[src/hw/rtl/bvma_pkg.sv]
// ----------------------------------------------------------------------------
// bvma_pkg
// Shared types and constants for the binary volume moment accumulator:
// payload words, configuration register codes, controller states and the
// command and status groups between controller and datapath.
// ----------------------------------------------------------------------------
package bvma_pkg;

	// Fixed field widths
	localparam int COORD_BITS     = 8;
	localparam int EXP_BITS       = 2;
	localparam int MEAN_BITS      = 16;
	localparam int COUNT_BITS     = 25;
	localparam int SUM_BITS       = 32;
	localparam int CENT_BITS      = 16;
	localparam int MOMENT_BITS    = 64;
	localparam int CFG_INDEX_BITS = 3;
	localparam int CFG_DATA_BITS  = 16;

	// Defaults for the top-level parameters
	localparam int FRAC_BITS_DEF    = 8;
	localparam int MAX_EXPONENT_DEF = 2;

	// Input word
	typedef struct packed {
		logic                  voxel_bit;
		logic [COORD_BITS-1:0] band_index;
		logic [COORD_BITS-1:0] row_index;
		logic [COORD_BITS-1:0] col_index;
		logic                  last_voxel;
	} voxel_t;

	// Result word
	typedef struct packed {
		logic        [COUNT_BITS-1:0]  voxel_count;
		logic        [CENT_BITS-1:0]   centroid_band_q8;
		logic        [CENT_BITS-1:0]   centroid_row_q8;
		logic        [CENT_BITS-1:0]   centroid_col_q8;
		logic signed [MOMENT_BITS-1:0] moment_q8;
		logic                          moment_overflow;
	} result_t;

	// Configuration register indexes
	typedef enum logic [CFG_INDEX_BITS-1:0] {
		CFG_BAND_EXP  = 3'd0,
		CFG_ROW_EXP   = 3'd1,
		CFG_COL_EXP   = 3'd2,
		CFG_MEAN_BAND = 3'd3,
		CFG_MEAN_ROW  = 3'd4,
		CFG_MEAN_COL  = 3'd5
	} cfg_reg_t;

	// Axis being worked on
	typedef enum logic [1:0] {
		AXIS_BAND = 2'd0,
		AXIS_ROW  = 2'd1,
		AXIS_COL  = 2'd2
	} axis_t;

	// Controller states
	typedef enum logic [2:0] {
		ST_IDLE     = 3'd0,
		ST_DEV      = 3'd1,
		ST_MUL_LO   = 3'd2,
		ST_MUL_HI   = 3'd3,
		ST_NORM     = 3'd4,
		ST_ADD      = 3'd5,
		ST_DIV_LOAD = 3'd6,
		ST_DIV_RUN  = 3'd7
	} state_t;

	// Controller to datapath
	typedef struct packed {
		logic  load_item;
		logic  dev_load;
		logic  mul_lo;
		logic  mul_hi;
		logic  norm;
		logic  add_moment;
		logic  div_load;
		logic  emit;
		axis_t axis;
	} cmd_t;

	// Datapath to controller
	typedef struct packed {
		logic                last;
		logic [EXP_BITS-1:0] exp_cur;
		logic                div_done;
		logic                out_free;
	} status_t;

endpackage

[src/hw/rtl/binary_volume_moment_accumulator.sv]
// ----------------------------------------------------------------------------
// binary_volume_moment_accumulator
// Central moments of a binary 3D image streamed one voxel per word.
//
// Usage:
//   in_*  : voxel words (bit, band/row/col, last mark), valid/ready.
//   out_* : one result word per image (count, Q centroids, moment, flag).
//   cfg_* : register writes (exponents, Q centers), always ready; write only
//           while the block is idle.
// Voxels: a background voxel is taken in idle and needs no more work. A
//   foreground voxel is then sequenced while no new voxel is taken: per axis
//   a deviation load and as many power steps as its clamped exponent on the
//   shared 32-bit multiplier (low half, high half, renormalize), then the
//   moment add. Image end: after the last voxel, the divider is loaded and
//   runs bit-serial centroid division; the result goes to the output register.
// Stall: the result sits in the output register while new voxels are taken;
//   a following image end waits until that register is free.
// Reset: configuration registers and accumulators clear to zero; no result is pending.
// ----------------------------------------------------------------------------
module binary_volume_moment_accumulator #(
	parameter int FRAC_BITS    = bvma_pkg::FRAC_BITS_DEF,
	parameter int MAX_EXPONENT = bvma_pkg::MAX_EXPONENT_DEF
) (
	input  logic                                clk,
	input  logic                                arst_n,
	input  logic                                in_valid,
	output logic                                in_ready,
	input  bvma_pkg::voxel_t                    in_data,
	output logic                                out_valid,
	input  logic                                out_ready,
	output bvma_pkg::result_t                   out_data,
	input  logic                                cfg_valid,
	output logic                                cfg_ready,
	input  logic [bvma_pkg::CFG_INDEX_BITS-1:0] cfg_index,
	input  logic [bvma_pkg::CFG_DATA_BITS-1:0]  cfg_data
);

	bvma_pkg::cmd_t    cmd;
	bvma_pkg::status_t status;

	assign cfg_ready = 1'b1;

	bvma_ctrl u_ctrl (
		.clk       (clk),
		.arst_n    (arst_n),
		.in_valid  (in_valid),
		.item_fg   (in_data.voxel_bit),
		.item_last (in_data.last_voxel),
		.in_ready  (in_ready),
		.cmd       (cmd),
		.status    (status)
	);

	bvma_datapath #(
		.FRAC_BITS    (FRAC_BITS),
		.MAX_EXPONENT (MAX_EXPONENT)
	) u_datapath (
		.clk       (clk),
		.arst_n    (arst_n),
		.in_data   (in_data),
		.cfg_valid (cfg_valid),
		.cfg_index (cfg_index),
		.cfg_data  (cfg_data),
		.out_ready (out_ready),
		.out_valid (out_valid),
		.out_data  (out_data),
		.cmd       (cmd),
		.status    (status)
	);

endmodule

[src/hw/rtl/bvma_divider.sv]
// ----------------------------------------------------------------------------
// bvma_divider
// Three-lane restoring divider, one quotient bit per cycle. The lanes share
// one divisor (the foreground count) and one step counter.
// ----------------------------------------------------------------------------
module bvma_divider #(
	parameter int NUM_BITS = 40
) (
	input  logic                                clk,
	input  logic                                arst_n,
	input  logic                                load,
	input  logic [2:0][NUM_BITS-1:0]            dividend,
	input  logic [bvma_pkg::COUNT_BITS-1:0]     divisor,
	output logic [2:0][NUM_BITS-1:0]            quotient,
	output logic                                done
);

	localparam int CW    = bvma_pkg::COUNT_BITS;
	localparam int CNT_W = $clog2(NUM_BITS + 1);

	logic [CNT_W-1:0]         cnt_q;
	logic [CW-1:0]            div_q;
	logic [2:0][CW-1:0]       rem_q;
	logic [2:0][NUM_BITS-1:0] quo_q;
	logic [2:0][CW-1:0]       rem_n;
	logic [2:0][NUM_BITS-1:0] quo_n;

	// One restoring step per lane
	always_comb begin
		logic [CW:0] rem_sh;
		for (int i = 0; i < 3; i++) begin
			rem_sh = {rem_q[i], quo_q[i][NUM_BITS-1]};
			if (rem_sh >= {1'b0, div_q}) begin
				rem_n[i] = CW'(rem_sh - {1'b0, div_q});
				quo_n[i] = {quo_q[i][NUM_BITS-2:0], 1'b1};
			end else begin
				rem_n[i] = rem_sh[CW-1:0];
				quo_n[i] = {quo_q[i][NUM_BITS-2:0], 1'b0};
			end
		end
	end

	// Step counter
	always_ff @(posedge clk or negedge arst_n) begin
		if (!arst_n) begin
			cnt_q <= '0;
		end else if (load) begin
			cnt_q <= CNT_W'(NUM_BITS);
		end else if (cnt_q != '0) begin
			cnt_q <= cnt_q - 1'b1;
		end
	end

	// Remainder and quotient registers
	always_ff @(posedge clk) begin
		if (load) begin
			div_q <= divisor;
			rem_q <= '0;
			quo_q <= dividend;
		end else if (cnt_q != '0) begin
			rem_q <= rem_n;
			quo_q <= quo_n;
		end
	end

	assign quotient = quo_q;
	assign done     = (cnt_q == '0);

endmodule

[src/hw/rtl/bvma_datapath.sv]
// ----------------------------------------------------------------------------
// bvma_datapath
// Configuration registers, accumulators, the power-step multiplier with
// Q renormalization and saturation, the moment adder, the centroid divider
// and the output register.
// ----------------------------------------------------------------------------
module bvma_datapath #(
	parameter int FRAC_BITS    = bvma_pkg::FRAC_BITS_DEF,
	parameter int MAX_EXPONENT = bvma_pkg::MAX_EXPONENT_DEF
) (
	input  logic                               clk,
	input  logic                               arst_n,
	input  bvma_pkg::voxel_t                   in_data,
	input  logic                               cfg_valid,
	input  logic [bvma_pkg::CFG_INDEX_BITS-1:0] cfg_index,
	input  logic [bvma_pkg::CFG_DATA_BITS-1:0]  cfg_data,
	input  logic                               out_ready,
	output logic                               out_valid,
	output bvma_pkg::result_t                  out_data,
	input  bvma_pkg::cmd_t                     cmd,
	output bvma_pkg::status_t                  status
);

	localparam int CB       = bvma_pkg::COORD_BITS;
	localparam int EB       = bvma_pkg::EXP_BITS;
	localparam int MB       = bvma_pkg::MEAN_BITS;
	localparam int CNTB     = bvma_pkg::COUNT_BITS;
	localparam int SB       = bvma_pkg::SUM_BITS;
	localparam int XB       = bvma_pkg::MOMENT_BITS;
	localparam int MAG_BITS = (CB + FRAC_BITS > MB) ? CB + FRAC_BITS : MB;
	localparam int DW       = MAG_BITS + 1;
	localparam int PWM      = 32 + MAG_BITS;
	localparam int PW       = 64 + MAG_BITS;
	localparam int QW       = PW - FRAC_BITS;
	localparam int NB       = SB + FRAC_BITS;

	// Configuration
	logic [EB-1:0] band_exp_q, row_exp_q, col_exp_q;
	logic [MB-1:0] mean_band_q, mean_row_q, mean_col_q;

	// Current voxel
	logic [CB-1:0] band_q, row_q, col_q;
	logic          last_q;

	// Accumulators
	logic [CNTB-1:0]      count_q;
	logic [SB-1:0]        band_sum_q, row_sum_q, col_sum_q;
	logic signed [XB-1:0] moment_q;
	logic                 overflow_q;

	// Term and deviation in sign-magnitude form
	logic                term_neg_q;
	logic [63:0]         term_mag_q;
	logic                dev_neg_q;
	logic [MAG_BITS-1:0] dev_mag_q;
	logic [PWM-1:0]      prod_lo_q, prod_hi_q;

	// Output register
	logic                out_valid_q;
	bvma_pkg::result_t   out_q;

	// Divider hookup
	logic [2:0][NB-1:0]  div_num;
	logic [2:0][NB-1:0]  div_quo;
	logic                div_done;

	// Configuration writes; unknown indexes are dropped
	always_ff @(posedge clk or negedge arst_n) begin
		if (!arst_n) begin
			band_exp_q  <= '0;
			row_exp_q   <= '0;
			col_exp_q   <= '0;
			mean_band_q <= '0;
			mean_row_q  <= '0;
			mean_col_q  <= '0;
		end else if (cfg_valid) begin
			case (bvma_pkg::cfg_reg_t'(cfg_index))
				bvma_pkg::CFG_BAND_EXP:  band_exp_q  <= cfg_data[EB-1:0];
				bvma_pkg::CFG_ROW_EXP:   row_exp_q   <= cfg_data[EB-1:0];
				bvma_pkg::CFG_COL_EXP:   col_exp_q   <= cfg_data[EB-1:0];
				bvma_pkg::CFG_MEAN_BAND: mean_band_q <= cfg_data[MB-1:0];
				bvma_pkg::CFG_MEAN_ROW:  mean_row_q  <= cfg_data[MB-1:0];
				bvma_pkg::CFG_MEAN_COL:  mean_col_q  <= cfg_data[MB-1:0];
				default: ;
			endcase
		end
	end

	// Axis select: coordinate, center and exponent
	logic [CB-1:0] coord_sel;
	logic [MB-1:0] mean_sel;
	logic [EB-1:0] exp_sel;
	always_comb begin
		case (cmd.axis)
			bvma_pkg::AXIS_BAND: begin
				coord_sel = band_q;
				mean_sel  = mean_band_q;
				exp_sel   = band_exp_q;
			end
			bvma_pkg::AXIS_ROW: begin
				coord_sel = row_q;
				mean_sel  = mean_row_q;
				exp_sel   = row_exp_q;
			end
			default: begin
				coord_sel = col_q;
				mean_sel  = mean_col_q;
				exp_sel   = col_exp_q;
			end
		endcase
	end

	logic [EB-1:0] exp_clamped;
	assign exp_clamped = (int'(exp_sel) > MAX_EXPONENT) ? EB'(MAX_EXPONENT) : exp_sel;

	// Deviation (coord << F) - mean
	logic [DW-1:0] dev_diff;
	logic [DW-1:0] dev_abs;
	assign dev_diff = DW'({coord_sel, {FRAC_BITS{1'b0}}}) - DW'(mean_sel);
	assign dev_abs  = dev_diff[DW-1] ? DW'(0) - dev_diff : dev_diff;

	// Shared 32 x MAG multiplier over the two halves of the term
	logic [31:0]    mul_a;
	logic [PWM-1:0] mul_p;
	assign mul_a = cmd.mul_hi ? term_mag_q[63:32] : term_mag_q[31:0];
	assign mul_p = {{MAG_BITS{1'b0}}, mul_a} * {{32{1'b0}}, dev_mag_q};

	// Renormalize: drop F bits, saturate on magnitude
	logic [PW-1:0] prod_full;
	logic [QW-1:0] q_full;
	logic          q_neg;
	logic [63:0]   q_limit;
	logic          q_over;
	assign prod_full = {prod_hi_q, 32'b0} + PW'(prod_lo_q);
	assign q_full    = prod_full[PW-1:FRAC_BITS];
	assign q_neg     = term_neg_q ^ dev_neg_q;
	assign q_limit   = q_neg ? 64'h8000_0000_0000_0000 : 64'h7FFF_FFFF_FFFF_FFFF;
	assign q_over    = (|q_full[QW-1:64]) || (q_full[63:0] > q_limit);

	// Moment add with signed saturation
	logic [XB+1:0] term_val;
	logic [XB+1:0] msum;
	logic          msum_hi, msum_lo;
	assign term_val = term_neg_q ? (XB+2)'(0) - {2'b0, term_mag_q} : {2'b0, term_mag_q};
	assign msum     = {{2{moment_q[XB-1]}}, moment_q} + term_val;
	assign msum_hi  = !msum[XB+1] && (msum[XB:XB-1] != 2'b00);
	assign msum_lo  = msum[XB+1] && (msum[XB:XB-1] != 2'b11);

	// Saturating sums for the incoming voxel
	logic [SB:0] band_add, row_add, col_add;
	assign band_add = {1'b0, band_sum_q} + (SB+1)'(in_data.band_index);
	assign row_add  = {1'b0, row_sum_q} + (SB+1)'(in_data.row_index);
	assign col_add  = {1'b0, col_sum_q} + (SB+1)'(in_data.col_index);

	// Accumulators
	always_ff @(posedge clk or negedge arst_n) begin
		if (!arst_n) begin
			count_q    <= '0;
			band_sum_q <= '0;
			row_sum_q  <= '0;
			col_sum_q  <= '0;
			moment_q   <= '0;
			overflow_q <= 1'b0;
		end else if (cmd.emit) begin
			count_q    <= '0;
			band_sum_q <= '0;
			row_sum_q  <= '0;
			col_sum_q  <= '0;
			moment_q   <= '0;
			overflow_q <= 1'b0;
		end else if (cmd.load_item) begin
			if (in_data.voxel_bit) begin
				if (count_q != '1) begin
					count_q <= count_q + 1'b1;
				end
				band_sum_q <= band_add[SB] ? '1 : band_add[SB-1:0];
				row_sum_q  <= row_add[SB]  ? '1 : row_add[SB-1:0];
				col_sum_q  <= col_add[SB]  ? '1 : col_add[SB-1:0];
			end
		end else if (cmd.norm) begin
			if (q_over) begin
				overflow_q <= 1'b1;
			end
		end else if (cmd.add_moment) begin
			if (msum_hi) begin
				moment_q   <= {1'b0, {(XB-1){1'b1}}};
				overflow_q <= 1'b1;
			end else if (msum_lo) begin
				moment_q   <= {1'b1, {(XB-1){1'b0}}};
				overflow_q <= 1'b1;
			end else begin
				moment_q   <= msum[XB-1:0];
			end
		end
	end

	// Voxel flags
	always_ff @(posedge clk or negedge arst_n) begin
		if (!arst_n) begin
			last_q <= 1'b0;
		end else if (cmd.load_item) begin
			last_q <= in_data.last_voxel;
		end
	end

	// Coordinates, term, deviation and partial products
	always_ff @(posedge clk) begin
		if (cmd.load_item) begin
			band_q     <= in_data.band_index;
			row_q      <= in_data.row_index;
			col_q      <= in_data.col_index;
			term_neg_q <= 1'b0;
			term_mag_q <= 64'd1 << FRAC_BITS;
		end
		if (cmd.dev_load) begin
			dev_neg_q <= dev_diff[DW-1];
			dev_mag_q <= dev_abs[MAG_BITS-1:0];
		end
		if (cmd.mul_lo) begin
			prod_lo_q <= mul_p;
		end
		if (cmd.mul_hi) begin
			prod_hi_q <= mul_p;
		end
		if (cmd.norm) begin
			term_neg_q <= q_neg;
			term_mag_q <= q_over ? q_limit : q_full[63:0];
		end
	end

	// Centroid divider
	assign div_num[0] = {band_sum_q, {FRAC_BITS{1'b0}}};
	assign div_num[1] = {row_sum_q, {FRAC_BITS{1'b0}}};
	assign div_num[2] = {col_sum_q, {FRAC_BITS{1'b0}}};

	bvma_divider #(
		.NUM_BITS (NB)
	) u_divider (
		.clk      (clk),
		.arst_n   (arst_n),
		.load     (cmd.div_load),
		.dividend (div_num),
		.divisor  (count_q),
		.quotient (div_quo),
		.done     (div_done)
	);

	// Centroid: zero when empty, clipped to 16 bits
	logic [2:0][bvma_pkg::CENT_BITS-1:0] cent;
	always_comb begin
		for (int i = 0; i < 3; i++) begin
			if (count_q == '0) begin
				cent[i] = '0;
			end else if (|div_quo[i][NB-1:bvma_pkg::CENT_BITS]) begin
				cent[i] = '1;
			end else begin
				cent[i] = div_quo[i][bvma_pkg::CENT_BITS-1:0];
			end
		end
	end

	// Output register
	always_ff @(posedge clk or negedge arst_n) begin
		if (!arst_n) begin
			out_valid_q <= 1'b0;
		end else if (cmd.emit) begin
			out_valid_q <= 1'b1;
		end else if (out_ready) begin
			out_valid_q <= 1'b0;
		end
	end

	always_ff @(posedge clk) begin
		if (cmd.emit) begin
			out_q.voxel_count      <= count_q;
			out_q.centroid_band_q8 <= cent[0];
			out_q.centroid_row_q8  <= cent[1];
			out_q.centroid_col_q8  <= cent[2];
			out_q.moment_q8        <= moment_q;
			out_q.moment_overflow  <= overflow_q;
		end
	end

	assign out_valid = out_valid_q;
	assign out_data  = out_q;

	// Status to controller
	assign status.last     = last_q;
	assign status.exp_cur  = exp_clamped;
	assign status.div_done = div_done;
	assign status.out_free = !out_valid_q || out_ready;

endmodule

[src/hw/rtl/bvma_ctrl.sv]
// ----------------------------------------------------------------------------
// bvma_ctrl
// Sequencer for one voxel: per axis a deviation load and a number of power
// steps (low half, high half, renormalize), then the moment add; on the
// last voxel the centroid division and the result write.
// ----------------------------------------------------------------------------
module bvma_ctrl (
	input  logic              clk,
	input  logic              arst_n,
	input  logic              in_valid,
	input  logic              item_fg,
	input  logic              item_last,
	output logic              in_ready,
	output bvma_pkg::cmd_t    cmd,
	input  bvma_pkg::status_t status
);

	bvma_pkg::state_t state_q, state_n;
	bvma_pkg::axis_t  axis_q, axis_next;
	logic [bvma_pkg::EXP_BITS-1:0] step_q;
	logic             step_last;
	logic             axis_adv;
	logic             emit_state;

	assign step_last = (step_q + 1'b1) >= status.exp_cur;

	always_comb begin
		case (axis_q)
			bvma_pkg::AXIS_BAND: axis_next = bvma_pkg::AXIS_ROW;
			default:             axis_next = bvma_pkg::AXIS_COL;
		endcase
	end

	// Emit waits in the divider-run state once the quotients are ready
	assign emit_state = (state_q == bvma_pkg::ST_DIV_RUN) && status.div_done;

	// Next state
	always_comb begin
		state_n = state_q;
		case (state_q)
			bvma_pkg::ST_IDLE: begin
				if (in_valid) begin
					if (item_fg) begin
						state_n = bvma_pkg::ST_DEV;
					end else if (item_last) begin
						state_n = bvma_pkg::ST_DIV_LOAD;
					end
				end
			end
			bvma_pkg::ST_DEV: begin
				if (status.exp_cur != '0) begin
					state_n = bvma_pkg::ST_MUL_LO;
				end else if (axis_q == bvma_pkg::AXIS_COL) begin
					state_n = bvma_pkg::ST_ADD;
				end
			end
			bvma_pkg::ST_MUL_LO: state_n = bvma_pkg::ST_MUL_HI;
			bvma_pkg::ST_MUL_HI: state_n = bvma_pkg::ST_NORM;
			bvma_pkg::ST_NORM: begin
				if (!step_last) begin
					state_n = bvma_pkg::ST_MUL_LO;
				end else if (axis_q == bvma_pkg::AXIS_COL) begin
					state_n = bvma_pkg::ST_ADD;
				end else begin
					state_n = bvma_pkg::ST_DEV;
				end
			end
			bvma_pkg::ST_ADD: begin
				state_n = status.last ? bvma_pkg::ST_DIV_LOAD : bvma_pkg::ST_IDLE;
			end
			bvma_pkg::ST_DIV_LOAD: state_n = bvma_pkg::ST_DIV_RUN;
			bvma_pkg::ST_DIV_RUN: begin
				if (status.div_done && status.out_free) begin
					state_n = bvma_pkg::ST_IDLE;
				end
			end
			default: state_n = bvma_pkg::ST_IDLE;
		endcase
	end

	// Outputs
	always_comb begin
		in_ready       = 1'b0;
		cmd            = '0;
		cmd.axis       = axis_q;
		axis_adv       = 1'b0;
		case (state_q)
			bvma_pkg::ST_IDLE: begin
				in_ready      = 1'b1;
				cmd.load_item = in_valid;
			end
			bvma_pkg::ST_DEV: begin
				cmd.dev_load = 1'b1;
				axis_adv     = (status.exp_cur == '0);
			end
			bvma_pkg::ST_MUL_LO: cmd.mul_lo = 1'b1;
			bvma_pkg::ST_MUL_HI: cmd.mul_hi = 1'b1;
			bvma_pkg::ST_NORM: begin
				cmd.norm = 1'b1;
				axis_adv = step_last;
			end
			bvma_pkg::ST_ADD:      cmd.add_moment = 1'b1;
			bvma_pkg::ST_DIV_LOAD: cmd.div_load   = 1'b1;
			bvma_pkg::ST_DIV_RUN:  cmd.emit       = emit_state && status.out_free;
			default: ;
		endcase
	end

	// State, axis and power-step counters
	always_ff @(posedge clk or negedge arst_n) begin
		if (!arst_n) begin
			state_q <= bvma_pkg::ST_IDLE;
			axis_q  <= bvma_pkg::AXIS_BAND;
			step_q  <= '0;
		end else begin
			state_q <= state_n;
			if (cmd.load_item) begin
				axis_q <= bvma_pkg::AXIS_BAND;
			end else if (axis_adv && axis_q != bvma_pkg::AXIS_COL) begin
				axis_q <= axis_next;
			end
			if (cmd.dev_load) begin
				step_q <= '0;
			end else if (cmd.norm) begin
				step_q <= step_q + 1'b1;
			end
		end
	end

	// Checks
	a_lo_then_hi: assert property (@(posedge clk) disable iff (!arst_n)
		cmd.mul_lo |=> cmd.mul_hi)
		else $error("high half did not follow low half");

	a_hi_then_norm: assert property (@(posedge clk) disable iff (!arst_n)
		cmd.mul_hi |=> cmd.norm)
		else $error("renormalize did not follow high half");

	a_step_in_range: assert property (@(posedge clk) disable iff (!arst_n)
		cmd.norm |-> (step_q < status.exp_cur))
		else $error("power step beyond exponent");

	a_emit_free: assert property (@(posedge clk) disable iff (!arst_n)
		cmd.emit |-> (status.out_free && status.div_done))
		else $error("result written into a busy output register");

	a_div_busy: assert property (@(posedge clk) disable iff (!arst_n)
		cmd.div_load |=> !status.div_done)
		else $error("divider reported done right after load");

endmodule
[config.mk]
export PLATFORM = sky130hd
export DESIGN_NAME = binary_volume_moment_accumulator
export DESIGN_NICKNAME = d
export VERILOG_FILES = /design/src/hw/rtl/bvma_pkg.sv /design/src/hw/rtl/binary_volume_moment_accumulator.sv /design/src/hw/rtl/bvma_divider.sv /design/src/hw/rtl/bvma_datapath.sv /design/src/hw/rtl/bvma_ctrl.sv
export SDC_FILE = /design/constraint.sdc
export NUM_CORES = 2
export LEC_CHECK = 0
export BUFFER_PORTS_ARGS = -buffer_cell sky130_fd_sc_hd__buf_2
export CAP_MARGIN = 20
export CORE_ASPECT_RATIO = 0.6
export CORE_MARGIN = 3
export CORE_UTILIZATION = 50
export DETAILED_ROUTE_END_ITERATION = 8
export PLACE_DENSITY = 0.69
export SLEW_MARGIN = 40
export SYNTH_ARGS = -nofsm -noshare
export SYNTH_HDL_FRONTEND = slang
export SYNTH_HIERARCHICAL = 1
export SYNTH_SLANG_ARGS = --single-unit
[constraint.sdc]
create_clock -name clk -period 11.3 [get_ports clk]
set_clock_uncertainty 0.15 [all_clocks]
set_input_delay 0.565 -clock clk [delete_from_list [all_inputs] [get_ports clk]]
set_output_delay 0.565 -clock clk [all_outputs]
set_load 0.1 [all_outputs]
==> After elaboration in Yosys (flattened, before gate mapping) <==
Cells that the tools add are included.
{ "totals": {"regBits": 815, "input_bits": 50, "output_inout_bits": 141, "wordCells": 216} }
{ "classes": {"add_sub_neg": 14, "multipliers": 1, "order_cmp": 6, "eq_ne": 24, "n_mux": 82, "bitwise": 1, "reduce_logical": 45} }
{ "ops": {"columns": ["operator", "count"], "rows": [
  ["two-way mux 64 bit", 10],
  ["two-way mux 32 bit", 13],
  ["two-way mux 120 bit", 2],
  ["two-way mux 25 bit", 7],
  ["adder 32 x 8 -> 33 bit", 3],
  ["adder 80 x 48 -> 80 bit", 1],
  ["greater-or-equal comparator 26 x 25 -> 1 bit", 3],
  ["subtractor 25 bit", 3],
  ["OR reduction 24 bit", 3],
  ["adder 66 bit", 1],
  ["two-way mux 66 bit", 1],
  ["subtractor 1 x 64 -> 65 bit (first input constant)", 1],
  ["greater-than comparator 64 bit", 1],
  ["two-way mux 16 bit", 4],
  ["multiplier 32 x 16 -> 48 bit", 1],
  ["one-hot mux 16 bit (2 select lines)", 1],
  ["two-way mux 3 bit", 9],
  ["adder 25 x 1 -> 25 bit (second input constant)", 1],
  ["zero test 25 bit", 1],
  ["!= test 25 bit (second input constant)", 1],
  ["one-hot mux 3 bit (8 select lines)", 1],
  ["two-way mux 1 bit", 23],
  ["nonzero test 2 bit", 11],
  ["== test 3 bit (second input constant)", 6],
  ["other kinds (33)", 65]
]} }

==> Logic depth before layout (Yosys ltp) <==
{ "depth": {"word_depth": 11, "ltp_mapped": 33, "depth_no_buf": 29} }

==> Modules after synthesis <==
Netlist, hierarchy kept.
{ "modules_own_cells": {"columns": ["mod", "n_inst", "cells_per_inst", "area_each_um2", "seq_area_each_um2"], "rows": [
  ["bvma_datapath", 1, 4852, 48185.0, 16025.4],
  ["bvma_divider", 1, 1263, 13245.2, 6005.8],
  ["bvma_ctrl", 1, 71, 591.8, 175.2],
  ["binary_volume_moment_accumulator", 1, 2, 11.3, 0.0]
]} }

==> Least setup slack after synthesis <==
No wires, ideal clock.
{ "synth_timing": {"path_kind": "register -> register", "start": "register u_ctrl.state_q[1]", "end": "register u_datapath.prod_hi_q[33] (data pin)", "setup_time_ns": 0.266, "t_arrival_ns": 11.114, "t_required_ns": 10.884, "setup_slack_ns": -0.229, "path_stages_with_launch": 28, "n_path_buf": 4, "synth_period_minus_slack_ns": 11.529, "path_cell_list": "dfrtp_1 > buf_6 > inv_2 > nor3_1 > clkbuf_1 > clkbuf_1 > mux2_2 > clkbuf_1 > and2_1 > fa_1 > fa_1 > fa_1 > fa_1 > fa_1 > inv_1 > fa_1 > inv_1 > ha_1 > and2_1 > a221o_1 > or3_1 > o21ai_0 > nor3_1 > o31ai_1 > nand2b_1 > a221oi_1 > o21bai_1 > xor2_1"} }
{ "synth_lines": {"columns": ["item", "line", "source"], "rows": [
  ["from (decl)", "bvma_ctrl.sv:18", "bvma_pkg::state_t state_q, state_n;"],
  ["from (signal assigned)", "bvma_ctrl.sv:112", "state_q <= bvma_pkg::ST_IDLE;"],
  ["from (signal assigned)", "bvma_ctrl.sv:116", "state_q <= state_n;"],
  ["to (signal assigned)", "bvma_datapath.sv:223", "prod_hi_q <= mul_p;"],
  ["to (decl)", "bvma_datapath.sv:56", "logic [PWM-1:0] prod_lo_q, prod_hi_q;"]
]} }

==> out/metrics.csv <==
metric,value,unit
setup_violations,0,
async_reset_ff_frac,0.316,
clock-sinks,807,
gp_congestion,1.01,
finalWirelength,180,mm
post_synth_fa_ha_maj_area_fraction,0.214,
synthCells,6188,
cts-root-buf,clkbuf_16,
yosysUniqueCellTypes,109,
synth_compound_area_frac,0.135,
critical_path_arrival,10140,ps
synth_mux_area_frac,0.0486,
reg2reg_depth,27,
grt_pass1_vias,45900,
syn_area,62000,um2
core,122000,um2
hold_depth,2,
start_util,0.507,
finalSetupTns,0,ps
top_usage_layer,met1,
slew_headroom,0.370,
grt_use_met1,0.453,
cts_resized,0,
grt_antenna_before_repair,4,
grt_max_degree,99,
synth_warnings,6,
clkTransAtPathRegs,70,ps
nets,7165,
final_cell_area,68100,um2
track_usage,0.281,
synth_edf_count,477,
synth_top_family_by_area,adder cells,
finalNonFillerCells,7994,
cts_buffers,81,
yosysTopAreaCellShare,0.231,
fin_crit,9740,ps
drc,0,
die_y,279,um
cp_max_fo,16,
seq_area_frac_synth,0.358,
grt_overflow_total,0,
h-tree-depth,3,
ctsLongestPathBuffers,3,
dieArea,128000,um2
grt_pass1_wl,281,mm
hold_class,in -> reg,
cp-end-kind,flip-flop,
slowest_stage,dfrtp_1,
synth-xor-area-share,0.0467,
fin_crit_sh,0.862,
cpPeakStageDelay,720,ps
yosysTopAreaCell,edfxtp_1,
fmax,103,MHz
crit_path_frequent_cell,fa_1,
dp_cells,7800,
post_cts_buffers,0,
slew_viol_final,0,
insertion_delay,720,ps
gr-usage-met2,0.350,
required,11700,ps
cap_violations,0,
via_count,48200,
grtUsageMet3,0.112,
place_hpwl,136,mm
crit_type,reg -> reg,
cp-start-kind,flip-flop,
viasPerCell,6.04,
synth.area.top_cells,"edfxtp_1, fa_1, dfrtp_1",
ant_nets,0,
hold_viol,0,
io_buffers,189,
wl_per_cell,22.5,um
rows,99,
dpl_cell_area,64700,um2
io_pins,191,
ys_seq_elements,807,
hold_buffers,39,
tightest_slew,938,ps
post-route-util,0.557,
drive_above_1_share,0.111,
ys.flop_type,edfxtp_1,
dr.first_iter.drc_count,5359,
synthSimpleGateAreaFrac,0.141,
status,"complete, no violations",
area_delta_synth_final,9.81,%
tritoncts,built,
syn_area_per_cell,10.0,um2
die_x,461,um
rsz0062_at_grt,no,
firstDrtPassIters,6,
placed cells by master, fill, tap and decap left out, types with 28 or more instances in the layout:
cell type	instances
nand3_1	128
nand2b_1	36
fa_1	426
o31ai_1	35
xor2_1	112
ha_1	381
o211ai_1	29
nor2b_1	28
and2_1	232
mux2_2	209
clkbuf_16	85
nor2_1	351
a311oi_1	37
o21a_1	84
mux2i_1	65
o21ai_1	33
dfxtp_1	75
o21ai_0	226
a21oi_1	312
xnor2_1	208
inv_1	611
nor3_1	101
nand2_1	626
dfrtp_1	255
a21o_1	116
nand4_1	66
or3_1	29
o21bai_1	30
and3_1	56
nor4_1	41
a31oi_1	51
a221o_1	65
dlygate4sd3_1	39
edfxtp_1	477
buf_2	188
a211oi_1	95
buf_4	63
cells in the mapped netlist (105+ instances only):
library cell / instances
edfxtp_1: 477
ha_1: 381
o21ai_0: 230
dfrtp_1: 255
nor3_1: 105
and2_1: 233
fa_1: 426
a21o_1: 116
nand2_1: 627
nand3_1: 132
a21oi_1: 313
inv_1: 615
clkbuf_1: 259
nor2_1: 353
xor2_1: 113
mux2_2: 209
xnor2_1: 218
critical path, delay by kind of cell (launching register included):
| kind | cells | cell delay, ps |
|---|---|---|
| fa+ha+maj | 7 | 3470 |
| compound gates | 8 | 2360 |
| simple gates | 5 | 1690 |
| flops | 1 | 720 |
| buf+inv | 6 | 660 |
| mux | 1 | 510 |
cell type report:
type,count,area [um2]
antenna,1,2.50
clock buffer,102,2240
clock inverter,50,671
fill,10600,54300
inverter,620,2330
multi-input combinational,4495,36700
sequential,807,22200
tap,1616,2020
timing repair buffer,303,1990
stage by stage:
step | hold WS [ps] | setup slack (ps)
after global routing | 16.1 | 1140
after CTS | 4.17 | 1790
after global placement | 312 | 1910
final | 61.3 | 1560
after floorplan | 119 | 1200
after detailed placement | 317 | 1850
per-layer routing:
layer	share of wire	vias to the layer above
met5	0.00022	-
met4	0.014	6
met3	0.14	183
met2	0.37	2295
met1	0.47	23900
li1	-	21800
sequential cells by signal (all words and copies together), names as in the netlist, 25 cells and up:
register and count:
u_datapath/u_divider/quotient 120, u_datapath/term_mag_q 64, u_datapath/prod_lo_q 40, u_datapath/prod_hi_q 48, u_datapath/u_divider/rem_q 75, u_datapath/moment_q 64
u_datapath/row_sum_q 32, u_datapath/u_divider/div_q 25, u_datapath/col_sum_q 32, u_datapath/band_sum_q 32, u_datapath/count_q 25, u_datapath/out_data 138
kinds of logic (layout without fill, tap and decap cells):
kind of cell,count (synthesis),in the layout
AO/OA/AOI/OAI,1255,1255
XOR/XNOR,331,331
adder cells (fa/ha/maj),807,807
buffers and inverters,909,1075
flip-flops,807,807
multiplexers,275,275
other,2,26
AND/OR/NAND/NOR,1802,1802
final timing paths:
path / start / end / slack [ps]
min in group asynchronous: arst_n / u_datapath/moment_q[6] / 190
max in group asynchronous: arst_n / u_datapath/count_q[21] / 9330
setup reg to reg: u_ctrl/state_q[0] / u_datapath/prod_lo_q[42] / 1560
setup / recovery: u_ctrl/state_q[0] / u_datapath/prod_lo_q[42] / 1560
hold reg to reg: u_datapath/u_divider/rem_q[16] / u_datapath/u_divider/rem_q[16] / 330
hold / removal: cfg_data[1] / u_datapath/row_exp_q[1] / 60
Power is not shown: default switching activity piles up to over one toggle a cycle in this logic, so the estimate is an artifact.
